$ cat config.mk
export PLATFORM = sky130hd
export DESIGN_NAME = stepper_trapezoid_motion_controller
export DESIGN_NICKNAME = d
export VERILOG_FILES = /design/src/rtl/core/stmc_pkg.sv /design/src/rtl/core/stepper_trapezoid_motion_controller.sv
export SDC_FILE = /design/constraint.sdc
export NUM_CORES = 1
export LEC_CHECK = 0
export BUFFER_PORTS_ARGS = -buffer_cell sky130_fd_sc_hd__buf_2
export CAP_MARGIN = 10
export CELL_PAD_IN_SITES_DETAIL_PLACEMENT = 1
export CELL_PAD_IN_SITES_GLOBAL_PLACEMENT = 1
export CORE_AREA = 2 2 198 200
export DETAILED_ROUTE_END_ITERATION = 12
export DIE_AREA = 0 0 200 202
export PLACE_DENSITY_LB_ADDON = 0.1
export SLEW_MARGIN = 40
export SYNTH_ARGS = -nofsm -noshare
export SYNTH_HDL_FRONTEND = slang
export SYNTH_SLANG_ARGS = --single-unit
$ cat constraint.sdc
create_clock -name clock -period 14.6 [get_ports clock]
set_input_delay 2.19 -clock clock [delete_from_list [all_inputs] [get_ports clock]]
set_output_delay 2.19 -clock clock [all_outputs]
set_load 0.02 [all_outputs]
$ cat src/rtl/core/stmc_pkg.sv
// Shared types and codes for the stepper trapezoid motion controller.
`timescale 1ns / 1ps

package stmc_pkg;

   typedef enum logic [2:0] {
      MOTION_IDLE     = 3'd0,
      MOTION_ACCEL    = 3'd1,
      MOTION_DECEL    = 3'd2,
      MOTION_CRUISE   = 3'd3,
      MOTION_SLOW     = 3'd4,
      MOTION_STOP     = 3'd5,
      MOTION_STOPZERO = 3'd6
   } motion_type;

   localparam logic [2:0] OP_MOVE      = 3'd0;
   localparam logic [2:0] OP_HOME_ZERO = 3'd1;
   localparam logic [2:0] OP_HOME_FAR  = 3'd2;
   localparam logic [2:0] OP_STOP      = 3'd3;
   localparam logic [2:0] OP_POLL      = 3'd4;
   localparam logic [2:0] OP_TICK      = 3'd5;

   localparam logic [2:0] STATUS_OK        = 3'd0;
   localparam logic [2:0] STATUS_BUSY      = 3'd1;
   localparam logic [2:0] STATUS_ZERO_MOVE = 3'd2;
   localparam logic [2:0] STATUS_TOO_BIG   = 3'd3;
   localparam logic [2:0] STATUS_ON_SWITCH = 3'd4;

   localparam logic [2:0] CSR_MAX_STEPS   = 3'd0;
   localparam logic [2:0] CSR_RAMP_STEPS  = 3'd1;
   localparam logic [2:0] CSR_MICROSTEPS  = 3'd2;
   localparam logic [2:0] CSR_FAST_PERIOD = 3'd3;
   localparam logic [2:0] CSR_SLOW_PERIOD = 3'd4;
   localparam logic [2:0] CSR_PERIOD_STEP = 3'd5;
   localparam logic [2:0] CSR_REVERSE_DIR = 3'd6;

   localparam int CSR_DATA_WIDTH = 31;

endpackage

$ cat src/rtl/core/stepper_trapezoid_motion_controller.sv
// Stepper motion controller with trapezoidal speed ramp, one event per word.
//
// Usage:
//  - req_* carries one event: move, home to zero or far switch, stop, poll
//    of the end switches, or a microstep timer tick. rsp_* returns one word
//    per event: status plus motion state, period, direction pin, drive
//    enable, position and steps remaining after the event.
//  - csr_* writes one configuration register per cycle (no read-back);
//    write only while no event is outstanding.
//  - The response is registered, valid the cycle after the event is accepted.
//    One event per clock unless a held response stalls it; the whole update is one
//    add/compare level on the controller state feeding the state registers.
//  - The response register is the only buffer: req_ready drops while a
//    response is held and rsp_ready is low, so nothing is lost or repeated.
//  - Reset: motor idle, position -1, period 0, configuration at its defaults
//    (no distance limit, ramp 1, 1 microstep, fast 2, slow 20, step 1).
`timescale 1ns / 1ps

module stepper_trapezoid_motion_controller (
   input  logic                               clock,
   input  logic                               reset,
   input  logic                               req_valid,
   output logic                               req_ready,
   input  logic [2:0]                         req_opcode,
   input  logic signed [31:0]                 req_move_steps,
   input  logic                               req_switch_zero,
   input  logic                               req_switch_far,
   output logic                               rsp_valid,
   input  logic                               rsp_ready,
   output logic [2:0]                         rsp_status,
   output logic [2:0]                         rsp_motion_state,
   output logic [15:0]                        rsp_period,
   output logic                               rsp_dir_pin,
   output logic                               rsp_drive_enable,
   output logic signed [31:0]                 rsp_position,
   output logic [30:0]                        rsp_remaining,
   input  logic                               csr_write,
   input  logic [2:0]                         csr_index,
   input  logic [stmc_pkg::CSR_DATA_WIDTH-1:0] csr_data
);

   import stmc_pkg::*;

   // configuration
   logic [30:0] max_steps_ff;
   logic [15:0] ramp_steps_ff;
   logic [8:0]  microsteps_ff;
   logic [15:0] fast_period_ff;
   logic [15:0] slow_period_ff;
   logic [15:0] period_step_ff;
   logic        reverse_dir_ff;

   // controller state
   motion_type  motion_ff, motion_in;
   logic        dir_neg_ff, dir_neg_in;
   logic [30:0] remaining_ff, remaining_in;
   logic [31:0] position_ff, position_in;
   logic [8:0]  ustep_ff, ustep_in;
   logic [15:0] period_ff, period_in;
   logic        dir_level_ff, dir_level_in;
   logic [2:0]  status_ff, status_in;
   logic        rsp_valid_ff;

   logic        accept;
   logic        cmd_neg;
   logic [31:0] cmd_mag;
   logic        cmd_start;
   logic [8:0]  ustep_next;
   logic [30:0] remaining_dec;
   logic [15:0] period_down;
   logic [15:0] period_up;
   logic [16:0] ramp_twice;
   motion_type  step_motion;

   assign req_ready = !rsp_valid_ff || rsp_ready;
   assign accept    = req_valid && req_ready;

   assign ustep_next    = ustep_ff + 9'd1;
   assign remaining_dec = remaining_ff - 31'd1;
   assign period_down   = period_ff - period_step_ff;
   assign period_up     = period_ff + period_step_ff;
   assign ramp_twice    = {ramp_steps_ff, 1'b0};

   // magnitude and sign of a move or homing command
   always_comb begin
      case (req_opcode)
         OP_MOVE: begin
            cmd_neg = req_move_steps[31];
            cmd_mag = cmd_neg ? (32'd0 - req_move_steps) : req_move_steps;
         end
         OP_HOME_ZERO: begin
            cmd_neg = 1'b1;
            cmd_mag = {1'b0, max_steps_ff};
         end
         default: begin
            cmd_neg = 1'b0;
            cmd_mag = {1'b0, max_steps_ff};
         end
      endcase
   end

   always_comb begin
      motion_in    = motion_ff;
      dir_neg_in   = dir_neg_ff;
      remaining_in = remaining_ff;
      position_in  = position_ff;
      ustep_in     = ustep_ff;
      period_in    = period_ff;
      dir_level_in = dir_level_ff;
      status_in    = STATUS_OK;
      cmd_start    = 1'b0;
      step_motion  = motion_ff;

      case (req_opcode)
         OP_MOVE, OP_HOME_ZERO, OP_HOME_FAR: begin
            if (motion_ff != MOTION_IDLE) begin
               status_in = STATUS_BUSY;
            end else if (cmd_mag == 32'd0) begin
               status_in = STATUS_ZERO_MOVE;
            end else if (cmd_mag[31] ||
                         (max_steps_ff != 31'd0 && cmd_mag[30:0] > max_steps_ff)) begin
               status_in = STATUS_TOO_BIG;
            end else if ((cmd_neg && req_switch_zero) || (!cmd_neg && req_switch_far)) begin
               status_in = STATUS_ON_SWITCH;
            end else begin
               cmd_start = 1'b1;
            end
            if (cmd_start) begin
               dir_neg_in   = cmd_neg;
               dir_level_in = reverse_dir_ff ? !cmd_neg : cmd_neg;
               remaining_in = cmd_mag[30:0];
               period_in    = slow_period_ff;
               motion_in    = (cmd_mag < {15'd0, ramp_twice}) ? MOTION_SLOW : MOTION_ACCEL;
            end
         end
         OP_STOP: begin
            if (motion_ff != MOTION_IDLE) begin
               motion_in = MOTION_STOP;
            end
         end
         OP_POLL: begin
            if (motion_ff inside {MOTION_ACCEL, MOTION_DECEL, MOTION_CRUISE, MOTION_SLOW}) begin
               if (req_switch_zero && dir_neg_ff) begin
                  motion_in = MOTION_STOPZERO;
               end else if (req_switch_far && !dir_neg_ff) begin
                  motion_in = MOTION_STOP;
               end
            end
         end
         OP_TICK: begin
            if (motion_ff != MOTION_IDLE) begin
               if (ustep_next != microsteps_ff) begin
                  ustep_in = ustep_next;
               end else begin
                  // full step
                  ustep_in = 9'd0;
                  if (motion_ff == MOTION_STOPZERO) begin
                     position_in = 32'd0;
                  end else begin
                     remaining_in = remaining_dec;
                     if (remaining_dec == 31'd0) begin
                        step_motion = MOTION_STOP;
                     end
                     position_in = dir_neg_ff ? (position_ff - 32'd1) : (position_ff + 32'd1);
                  end
                  motion_in = step_motion;
                  case (step_motion)
                     MOTION_ACCEL: begin
                        if (period_down <= fast_period_ff || period_down > slow_period_ff) begin
                           period_in = fast_period_ff;
                           motion_in = MOTION_CRUISE;
                        end else begin
                           period_in = period_down;
                        end
                     end
                     MOTION_DECEL: begin
                        if (period_up >= slow_period_ff || period_up < fast_period_ff) begin
                           period_in = slow_period_ff;
                           motion_in = MOTION_SLOW;
                        end else begin
                           period_in = period_up;
                        end
                     end
                     MOTION_CRUISE: begin
                        if (remaining_in <= {15'd0, ramp_steps_ff}) begin
                           motion_in = MOTION_DECEL;
                        end
                     end
                     MOTION_SLOW: begin
                     end
                     default: begin
                        // stop states halt on this full step
                        ustep_in     = 9'd0;
                        remaining_in = 31'd0;
                        motion_in    = MOTION_IDLE;
                     end
                  endcase
               end
            end
         end
         default: begin
         end
      endcase
   end

   always_ff @(posedge clock) begin
      if (reset) begin
         max_steps_ff   <= 31'd0;
         ramp_steps_ff  <= 16'd1;
         microsteps_ff  <= 9'd1;
         fast_period_ff <= 16'd2;
         slow_period_ff <= 16'd20;
         period_step_ff <= 16'd1;
         reverse_dir_ff <= 1'b0;
      end else if (csr_write) begin
         case (csr_index)
            CSR_MAX_STEPS:   max_steps_ff   <= csr_data[30:0];
            CSR_RAMP_STEPS:  ramp_steps_ff  <= csr_data[15:0];
            CSR_MICROSTEPS:  microsteps_ff  <= csr_data[8:0];
            CSR_FAST_PERIOD: fast_period_ff <= csr_data[15:0];
            CSR_SLOW_PERIOD: slow_period_ff <= csr_data[15:0];
            CSR_PERIOD_STEP: period_step_ff <= csr_data[15:0];
            CSR_REVERSE_DIR: reverse_dir_ff <= csr_data[0];
            default: begin
            end
         endcase
      end
   end

   always_ff @(posedge clock) begin
      if (reset) begin
         motion_ff    <= MOTION_IDLE;
         dir_neg_ff   <= 1'b0;
         remaining_ff <= 31'd0;
         position_ff  <= 32'hFFFF_FFFF;
         ustep_ff     <= 9'd0;
         period_ff    <= 16'd0;
         dir_level_ff <= 1'b0;
         status_ff    <= STATUS_OK;
         rsp_valid_ff <= 1'b0;
      end else begin
         if (accept) begin
            motion_ff    <= motion_in;
            dir_neg_ff   <= dir_neg_in;
            remaining_ff <= remaining_in;
            position_ff  <= position_in;
            ustep_ff     <= ustep_in;
            period_ff    <= period_in;
            dir_level_ff <= dir_level_in;
            status_ff    <= status_in;
            rsp_valid_ff <= 1'b1;
         end else if (rsp_ready) begin
            rsp_valid_ff <= 1'b0;
         end
      end
   end

   // state only moves on accept, so it doubles as the held response word
   assign rsp_valid        = rsp_valid_ff;
   assign rsp_status       = status_ff;
   assign rsp_motion_state = motion_ff;
   assign rsp_period       = period_ff;
   assign rsp_dir_pin      = dir_level_ff;
   assign rsp_drive_enable = (motion_ff != MOTION_IDLE);
   assign rsp_position     = position_ff;
   assign rsp_remaining    = remaining_ff;

endmodule

# Word level (Yosys, flattened, before mapping)

Index checks and enable logic that the tools add are counted.

Input bits: 76
Flip-flop bits (word level): 202
Word-level logic and storage cells: 151
Output and inout bits: 89

Order comparisons: 7
Reduce and logical (&&, ||, !) cells: 39
Mux-type cells: 53
Bitwise logic cells: 1
Add/sub/neg operators: 7
Equal/unequal tests: 28

Operators with widths:

| operator                                             | number |
|---|---|
| 2-to-1 mux 31 bit                                    | 8 |
| 2-to-1 mux 32 bit                                    | 4 |
| 2-to-1 mux 16 bit                                    | 5 |
| case mux 16 bit (2 select lines)                     | 2 |
| 2-to-1 mux 3 bit                                     | 21 |
| case mux 31 bit (2 select lines)                     | 1 |
| adder 32 x 1 -> 32 bit (second input constant)       | 1 |
| zero test 32 bit                                     | 1 |
| < comparator 32 x 17 -> 1 bit                        | 1 |
| subtractor 1 x 32 -> 32 bit (first input constant)   | 1 |
| subtractor 32 x 1 -> 32 bit (second input constant)  | 1 |
| > comparator 31 bit                                  | 1 |
| less-or-equal comparator 31 x 16 -> 1 bit            | 1 |
| zero test 31 bit                                     | 1 |
| nonzero test 31 bit                                  | 1 |
| subtractor 31 x 1 -> 31 bit (second input constant)  | 1 |
| equality test 3 x 2 -> 1 bit (second input constant) | 8 |
| equality test 3 bit (second input constant)          | 8 |
| case mux 3 bit (4 select lines)                      | 2 |
| adder 16 bit                                         | 1 |
| greater-or-equal comparator 16 bit                   | 1 |
| > comparator 16 bit                                  | 1 |
| less-or-equal comparator 16 bit                      | 1 |
| < comparator 16 bit                                  | 1 |
| other kinds (26)                                     | 61 |

# Longest topological paths before layout

Gate-level depths: netlist of run 1.

Word-level depth: 13
Mapped depth: 24
Gate-level depth less buffers: 21

# Worst setup path before layout of run 1

Ideal clock, no wire load.

Kind: input -> register
Start: input req_move_steps[0]
End: register period_ff[2] (netlist: rsp_period[2])
Stages: 20
Required time: 14.477 ns
Library setup time: 0.123 ns
Data arrival time: 6.513 ns
Path slack: 7.964 ns
Cell sequence: inv_1 -> ha_1 -> buf_2 -> nor4b_1 -> nand2_2 -> o41ai_1 -> xor2_1 -> o21ai_0 -> ha_1 -> a211oi_1 -> o21ai_0 -> a211oi_1 -> o21ai_0 -> a211oi_1 -> or2_2 -> a32o_1 -> o21ba_1 -> buf_6 -> nor3_4 -> mux2_1

Cells in the longest elaborated chain, start to end: 12

Ends and longest elaborated chain:

| item                              | RTL line                                   | text |
|---|---|---|
| start: declaration                | stepper_trapezoid_motion_controller.sv:25  | `input logic signed [31:0] req_move_steps,` |
| subtractor 1 x 32 -> 32 bit       | stepper_trapezoid_motion_controller.sv:89  | `cmd_mag = cmd_neg ? (32'd0 - req_move_steps) : req_move_steps;` |
| 2-to-1 mux 32 bit *               | stepper_trapezoid_motion_controller.sv:89  |  |
| 2-to-1 mux 32 bit *               | stepper_trapezoid_motion_controller.sv:86  | `case (req_opcode)` |
| > comparator 31 bit               | stepper_trapezoid_motion_controller.sv:121 | `(max_steps_ff != 31'd0 && cmd_mag[30:0] > max_steps_ff)) begin` |
| logical AND 1 bit                 | stepper_trapezoid_motion_controller.sv:121 |  |
| logical OR 1 bit                  | stepper_trapezoid_motion_controller.sv:120 | `end else if (cmd_mag[31] \|\|` |
| 2-to-1 mux 1 bit                  | stepper_trapezoid_motion_controller.sv:120 |  |
| 2-to-1 mux 1 bit *                | stepper_trapezoid_motion_controller.sv:118 | `end else if (cmd_mag == 32'd0) begin` |
| 2-to-1 mux 1 bit *                | stepper_trapezoid_motion_controller.sv:116 | `if (motion_ff != MOTION_IDLE) begin` |
| 2-to-1 mux 1 bit *                | stepper_trapezoid_motion_controller.sv:114 | `case (req_opcode)` |
| inequality test 2 bit (no line) * | -                                          |  |
| AND reduction 6 bit (no line) *   | -                                          |  |
| end signal: assignment            | stepper_trapezoid_motion_controller.sv:248 | `period_ff <= period_in;` |
| end: declaration                  | stepper_trapezoid_motion_controller.sv:59  | `logic [15:0] period_ff, period_in;` |

Mark *: on every way between the ends. The rest lies on a longest branch, timed or not. The select of a mux whose other input is x is not followed.
A chain may end at the register's enable or synchronous reset.

# Worst setup path in the final report of run 1

Ends and elaborated chain as after synthesis.

==> flow_metrics.env, run 1 <==
export IMPL_cp_end_kind="register"
export IMPL_ctsRootBufferMaster="clkbuf_16"
export IMPL_slew_headroom_pct=37.3
export IMPL_nets=2665
export IMPL_max_stage_delay_ps=620
export IMPL_drt_wl_total_mm=64.9
export IMPL_rows=72
export IMPL_synth_cells=2304
export IMPL_grt_use_total_pct=31.6
export IMPL_path_delay_family="compound AO/OA/AOI/OAI gates"
export IMPL_synth_cell_types=87
export IMPL_antenna_found_initial=17
export IMPL_tns_ps=0
export IMPL_p_leak_nw=7.65
export IMPL_grt_pass1_vias=17808
export IMPL_switching_share_pct=41.3
export IMPL_cts_tree="built"
export IMPL_grt_setup_unrepaired="no"
export IMPL_core_area_sq_um=38300
export IMPL_hpwl_mm=49.0
export IMPL_internal_power_mw=1.43
export IMPL_clkTransAtPathRegs_ps=70
export IMPL_ios=165
export IMPL_critPathLaunchType="input port"
export IMPL_netlist_top_cells_area="dfxtp_1 (24%), ha_1 (14%), nand2_1 (7.8%), a21oi_1 (7.7%), xnor2_1 (3.7%)"
export IMPL_pwr_share_comb_pct=44.9
export IMPL_grt_pass1_wl_mm=100
export IMPL_p_switching_mw=1.01
export IMPL_cp_data_arrival_time_ps=7760
export IMPL_cts_hold_buffers=0
export IMPL_final_cell_area_sq_um=19300
export IMPL_synth_largest_area_cell="dfxtp_1"
export IMPL_drive_above_1_share_pct=12.3
export IMPL_clk_latency_ps=570
export IMPL_syn2layout_area_growth_pct=13.2
export IMPL_syn_nets=2572
export IMPL_final_core_util_pct=50.5
export IMPL_holdCritPathClass="reg2reg"
export IMPL_final_cell_mix="nand2_1 (354), a21oi_1 (262), dfxtp_1 (202)"
export IMPL_dpl_cell_area_sq_um=18300
export IMPL_start_util_pct=44.6
export IMPL_finClkSkew_ps=19.0
export IMPL_post_cts_setup_buffers=0
export IMPL_die_w_um=200
export IMPL_critical_path_buf_inv_count=4
export IMPL_status="finished clean"
export IMPL_grt_start_max_net_pins=116
export IMPL_clockPowerShare_pct=30.0
export IMPL_first_iter_violations=1226
export IMPL_drc=0
export IMPL_dp_slack_ps=6780
export IMPL_yosys_most_used_dff="dfxtp_1"
export IMPL_cp_slowest_cell="nor4b_2"
export IMPL_slew_violations=0
export IMPL_crit_chain="buf_2 > inv_1 > ha_1 > nor4b_2 > nand2_2 > o41ai_1 > xor2_1 > o21ai_0 > ha_1 > a211oi_1 > o21ai_0 > a211oi_1 > o21ai_0 > a211oi_1 > or2_2 > a32o_1 > o21ba_1 > buf_4 > nor3_4 > buf_6 > mux2_1"
export IMPL_min_period_ps=7300
export IMPL_setup_viol=0
export IMPL_critPathMaxFanout=18
export IMPL_vias=17944
export IMPL_die_h_um=202
export IMPL_htreeDepth=1
export IMPL_setup_ws_ps=7300
export IMPL_drv_cap=0
export IMPL_ir_drop_v=0.0000884
export IMPL_yosysWarnings=0
export IMPL_synth_seq_area_share_pct=23.7
export IMPL_avgRoutedWirePerCell_um=22.1
export IMPL_place_congestion=0.939
export IMPL_cp_required_ps=15060
export IMPL_worst_pin_slew_ps=934
export IMPL_async_reset_ff_share_pct=0
export IMPL_clock_sinks=202
export IMPL_clock_path_buffers=3
export IMPL_power_density_nw_per_um2=126
export IMPL_syn_area_per_cell_sq_um=7.41
export IMPL_critPathKind="in2reg"
export IMPL_grt_overflow_total=0
export IMPL_synth_seq_cells=202
export IMPL_fill_cells=4849
export IMPL_seqPwrFrac_pct=25.0
export IMPL_synth_edf_count=0
export IMPL_final_common_cell="nand2_1"
export IMPL_min_period_over_period_pct=50.0
export IMPL_synth_top_area_share_pct=23.7
export IMPL_fmax_ghz=0.137
export IMPL_drt_antenna_violating_nets=0
export IMPL_postCtsResizedCells=0
export IMPL_numPortBuffers=164
export IMPL_routed_via_density=6.10
export IMPL_numCtsBuffers=27
export IMPL_die_area_sq_um=40400
export IMPL_firstDrtPassIters=6
export IMPL_syn_cell_area_sq_um=17100
export IMPL_hold_viol_final=0
[worst reg2reg max path: stages, from the launching register on]
cell      delay [ps]
dfxtp_1          540
ha_1             310
nor2b_1          140
o31ai_1          410
a21oi_1          270
a211oi_1         420
o41ai_1          200
a21o_1           230
a21oi_1          180
xor2_1           300
ha_1             330
nand4_1          150
or2_2            180
a311oi_1          70
nor3_1           260
nor2_1           100
a211oi_2         610
buf_4            370
mux2_2           370
a222oi_1         480
a211oi_2         130
[synthesized netlist by cell type (all sizes together), types with 8 or more instances]
cell and instances:
or4 10, ha 189, o21a 14, a222oi 12, a211oi 43, xor2 55, a21o 25, o21ai 107
buf 17, nand2 357, inv 142, o21bai 11, nor4 33, a211o 8, or3 20, nand2b 34
nor2 125, a21oi 262, o31ai 22, o41ai 15, nor2b 20, dfxtp 202, a21boi 10, nor3 92
o211ai 21, and3 15, a2111oi 9, a31oi 22, clkbuf 108, nand4 36, and2 12, xnor2 73
a311oi 14, nor3b 8, nand3 60
[per-stage QoR]
step	cells	hold slack (ps)	total power, mW
4_1_cts	2934	452	2.43
3_5_place_dp	2886	444	1.69
3_3_place_gp	2882	440	1.65
6_report	2941	449	2.44
5_1_grt	2940	478	2.59
2_1_floorplan	2304	436	1.37
[logic make-up after synthesis]
logic type,share of synthesized area (%)
multiplexers,0.616
flip-flops,23.7
AO/OA/AOI/OAI,24.9
XOR/XNOR,6.57
AND/OR/NAND/NOR,23.8
adder cells (fa/ha/maj),14.2
buffers and inverters,6.21
[power groups by stage]
stage / combinational (mW) / sequential (mW) / clock [mW]
floorplan: 0.748 / 0.626 / 0
global placement: 1.03 / 0.621 / 0
detailed placement: 1.07 / 0.622 / 0
CTS: 1.08 / 0.610 / 0.742
global route: 1.21 / 0.614 / 0.762
finish: 1.10 / 0.611 / 0.733
[state kept, by name (all words and copies together) (netlist names)]
signal / count
fast_period_ff: 16
rsp_valid: 1
ramp_steps_ff: 16
rsp_motion_state: 3
rsp_period: 16
ustep_ff: 9
rsp_status: 3
rsp_remaining: 31
period_step_ff: 16
max_steps_ff: 31
rsp_position: 32
microsteps_ff: 9
dir_neg_ff: 1
rsp_dir_pin: 1
slow_period_ff: 16
reverse_dir_ff: 1
[layout make-up]
cell class | instances | area (sq um) | share of cell area (%)
multi-input combinational | 1834 | 12100 | 62.4
sequential | 202 | 4040 | 20.9
tap | 518 | 648 | 3.35
timing repair buffer | 189 | 1050 | 5.45
clock inverter | 14 | 223 | 1.15
antenna | 7 | 17.5 | 0.0907
inverter | 143 | 537 | 2.78
clock buffer | 34 | 732 | 3.79
[routing by layer]
| layer | part of all wire [%] | global-route usage (%) | up-vias |
|---|---|---|---|
| met2 | 46 | 50.9 | 525 |
| met4 | 2.5 | 8.15 | 20 |
| met3 | 6.4 | 5.86 | 114 |
| met5 | 0.16 | 0 | - |
| met1 | 45 | 43.2 | 8784 |
| li1 | - | - | 8501 |
[final timing paths]
kind | startpoint | end | slack, ps | depth (start not counted)
max reg2reg | rsp_period[1]$_SDFFE_PP0P_ | rsp_period[14]$_SDFFE_PP0P_ | 8410 | 20
min reg2reg | rsp_status[1]$_SDFFE_PP0P_ | rsp_status[1]$_SDFFE_PP0P_ | 450 | 2
min | rsp_status[1]$_SDFFE_PP0P_ | rsp_status[1]$_SDFFE_PP0P_ | 450 | 2
max | req_move_steps[0] | rsp_period[2]$_SDFFE_PP0P_ | 7300 | 21
(Power assumes the default switching activity.)
==> run 2: changes to the inputs <==
==> constraint.sdc (replaced) <==
create_clock -name clock -period 7.2 [get_ports clock]
set_input_delay 1.08 -clock clock [delete_from_list [all_inputs] [get_ports clock]]
set_output_delay 1.08 -clock clock [all_outputs]
set_load 0.02 [all_outputs]
==> flow_metrics.env, run 2 (same netlist as run 1, synthesis figures left out) <==
export IMPL_status="finished clean"
export IMPL_regArea_sq_um=4040
export IMPL_critical_path_buf_inv_count=1
export IMPL_p_total_mw=4.88
export IMPL_seqPwrFrac_pct=25.4
export IMPL_pwr_share_comb_pct=45.4
export IMPL_hold_viol_final=0
export IMPL_met2_usage_pct=51.2
export IMPL_drv_cap=0
export IMPL_ios=165
export IMPL_switching_share_pct=41.4
export IMPL_fmax_ghz=0.166
export IMPL_grt_overflow_total=0
export IMPL_slew_headroom_pct=40.9
export IMPL_fin_cells=2944
export IMPL_place_inst=2894
export IMPL_cts_tree="built"
export IMPL_numCtsBuffers=27
export IMPL_start_util_pct=44.6
export IMPL_clkTransAtPathRegs_ps=60
export IMPL_crit_chain="ha_1 > fa_1 > nand2b_1 > a221oi_1 > o41a_1 > a221oi_1 > a21oi_1 > a21oi_1 > o21bai_1 > xnor2_1 > ha_1 > nand4_1 > a21oi_1 > a211oi_1 > o21ai_0 > a21oi_1 > and3_1 > buf_4 > a222oi_1 > a311oi_1"
export IMPL_worst_pin_slew_ps=878
export IMPL_grt_use_total_pct=31.3
export IMPL_path_delay_family="compound AO/OA/AOI/OAI gates"
export IMPL_drive_above_1_share_pct=12.6
export IMPL_fill_cells=4849
export IMPL_cp_end_kind="register"
export IMPL_rows=72
export IMPL_postCtsResizedCells=0
export IMPL_min_period_over_period_pct=83.5
export IMPL_drt_antenna_violating_nets=0
export IMPL_hpwl_mm=49.0
export IMPL_clockPowerShare_pct=29.2
export IMPL_cp_required_ps=7660
export IMPL_grt_pass1_wl_mm=101
export IMPL_cp_data_arrival_time_ps=6470
export IMPL_power_density_nw_per_um2=253
export IMPL_core_area_sq_um=38300
export IMPL_antenna_cells=0
export IMPL_critPathLaunchType="register"
export IMPL_routed_via_density=6.09
export IMPL_syn2layout_area_growth_pct=13.1
export IMPL_grtUsageMet1_pct=43.9
export IMPL_antenna_found_initial=7
export IMPL_ir_drop_v=0.000174
export IMPL_cp_slowest_cell="and3_1"
export IMPL_min_period_ps=6020
export IMPL_busiest_layer="met2"
export IMPL_nets=2673
export IMPL_internal_power_mw=2.86
export IMPL_p_leak_nw=7.66
export IMPL_drc=0
export IMPL_clk_latency_ps=560
export IMPL_final_cell_mix="nand2_1 (353), a21oi_1 (262), dfxtp_1 (202)"
export IMPL_holdCritPathClass="reg2reg"
export IMPL_numPortBuffers=164
export IMPL_grt_setup_unrepaired="no"
export IMPL_tns_ps=0
export IMPL_post_cts_setup_buffers=0
export IMPL_max_stage_delay_ps=670
export IMPL_first_iter_violations=1253
export IMPL_drt_wl_total_mm=64.5
export IMPL_ctsRootBufferMaster="clkbuf_16"
export IMPL_path_common_cell="a21oi_1"
export IMPL_cts_hold_buffers=0
export IMPL_grt_start_max_net_pins=74
export IMPL_finClkSkew_ps=13.7
export IMPL_slew_violations=0
export IMPL_multi_input_area_sq_um=12100
export IMPL_htreeDepth=1
export IMPL_clock_path_buffers=3
export IMPL_vias=17920
export IMPL_p_switching_mw=2.02
export IMPL_critPathMaxFanout=12
export IMPL_setup_viol=0
export IMPL_grt_use_met3_pct=4.36
export IMPL_avgRoutedWirePerCell_um=21.9
export IMPL_largest_reg_flops=32
export IMPL_critPathKind="reg2reg"
export IMPL_place_congestion=0.932
export IMPL_die_h_um=202
export IMPL_die_area_sq_um=40400
export IMPL_grt_pass1_vias=17823
export IMPL_final_common_cell="nand2_1"
export IMPL_die_w_um=200
export IMPL_clock_sinks=202
export IMPL_firstDrtPassIters=7
[run 2: cell types whose count changed in the layout (fill, tap and decap cells not counted), moves of 2 or more]
| cell | previous run | this run |
|---|---|---|
| buf_4 | 21 | 32 |
| diode_2 | 7 | 0 |
| clkinvlp_4 | 1 | 7 |
| buf_8 | 2 | 0 |
| inv_6 | 3 | 1 |
[run 2: worst paths after layout]
kind / start / to / slack [ps] / depth (start not counted)
setup / recovery: rsp_period[0]$_SDFFE_PP0P_ / rsp_period[15]$_SDFFE_PP0P_ / 1180 / 20
hold reg to reg: rsp_status[0]$_SDFFE_PP0P_ / rsp_status[0]$_SDFFE_PP0P_ / 450 / 2
setup reg to reg: rsp_period[0]$_SDFFE_PP0P_ / rsp_period[15]$_SDFFE_PP0P_ / 1180 / 20
hold / removal: rsp_status[0]$_SDFFE_PP0P_ / rsp_status[0]$_SDFFE_PP0P_ / 450 / 2
[run 2: power groups by stage]
| stage | logic (mW) | registers [mW] | clock network (mW) |
|---|---|---|---|
| floorplan | 1.52 | 1.27 | 0 |
| global placement | 2.11 | 1.26 | 0 |
| detailed placement | 2.17 | 1.26 | 0 |
| CTS | 2.19 | 1.24 | 1.44 |
| global route | 2.45 | 1.25 | 1.48 |
| finish | 2.22 | 1.24 | 1.42 |
[run 2: metal layers]
layer | vias to the layer above | part of all wire (%)
met1 | 8839 | 47
met3 | 87 | 5.7
met2 | 487 | 46
met4 | 14 | 1.8
met5 | - | 0.12
li1 | 8493 | -
[run 2: final cells by class]
cell class | count | share of cell area, %
clock buffers | 33 | 3.72
clock inverters | 17 | 1.14
inverters | 143 | 2.78
multi-input cells | 1834 | 62.4
flip-flops and latches | 202 | 20.9
well taps | 518 | 3.36
repair buffers | 197 | 5.63
[run 2: worst reg2reg max path, cell delays in order, from the launching register on]
cell and delay, ps:
dfxtp_1 400, ha_1 270, fa_1 410, nand2b_1 120, a221oi_1 120, o41a_1 400
a221oi_1 460, a21oi_1 200, a21oi_1 210, o21bai_1 120, xnor2_1 310, ha_1 320
nand4_1 130, a21oi_1 90, a211oi_1 390, o21ai_0 210, a21oi_1 410, and3_1 680
buf_4 290, a222oi_1 100, a311oi_1 300
[run 2: through the flow]
stage	utilization [%]	hold slack, ps	setup WS, ps	cell area, sq um
2_1_floorplan	-	436	1670	17100
3_3_place_gp	47.8	441	1050	18300
5_1_grt	50.4	477	871	19300
3_5_place_dp	47.9	447	855	18300
4_1_cts	50.4	455	1350	19300
6_report	50.4	454	1180	19300
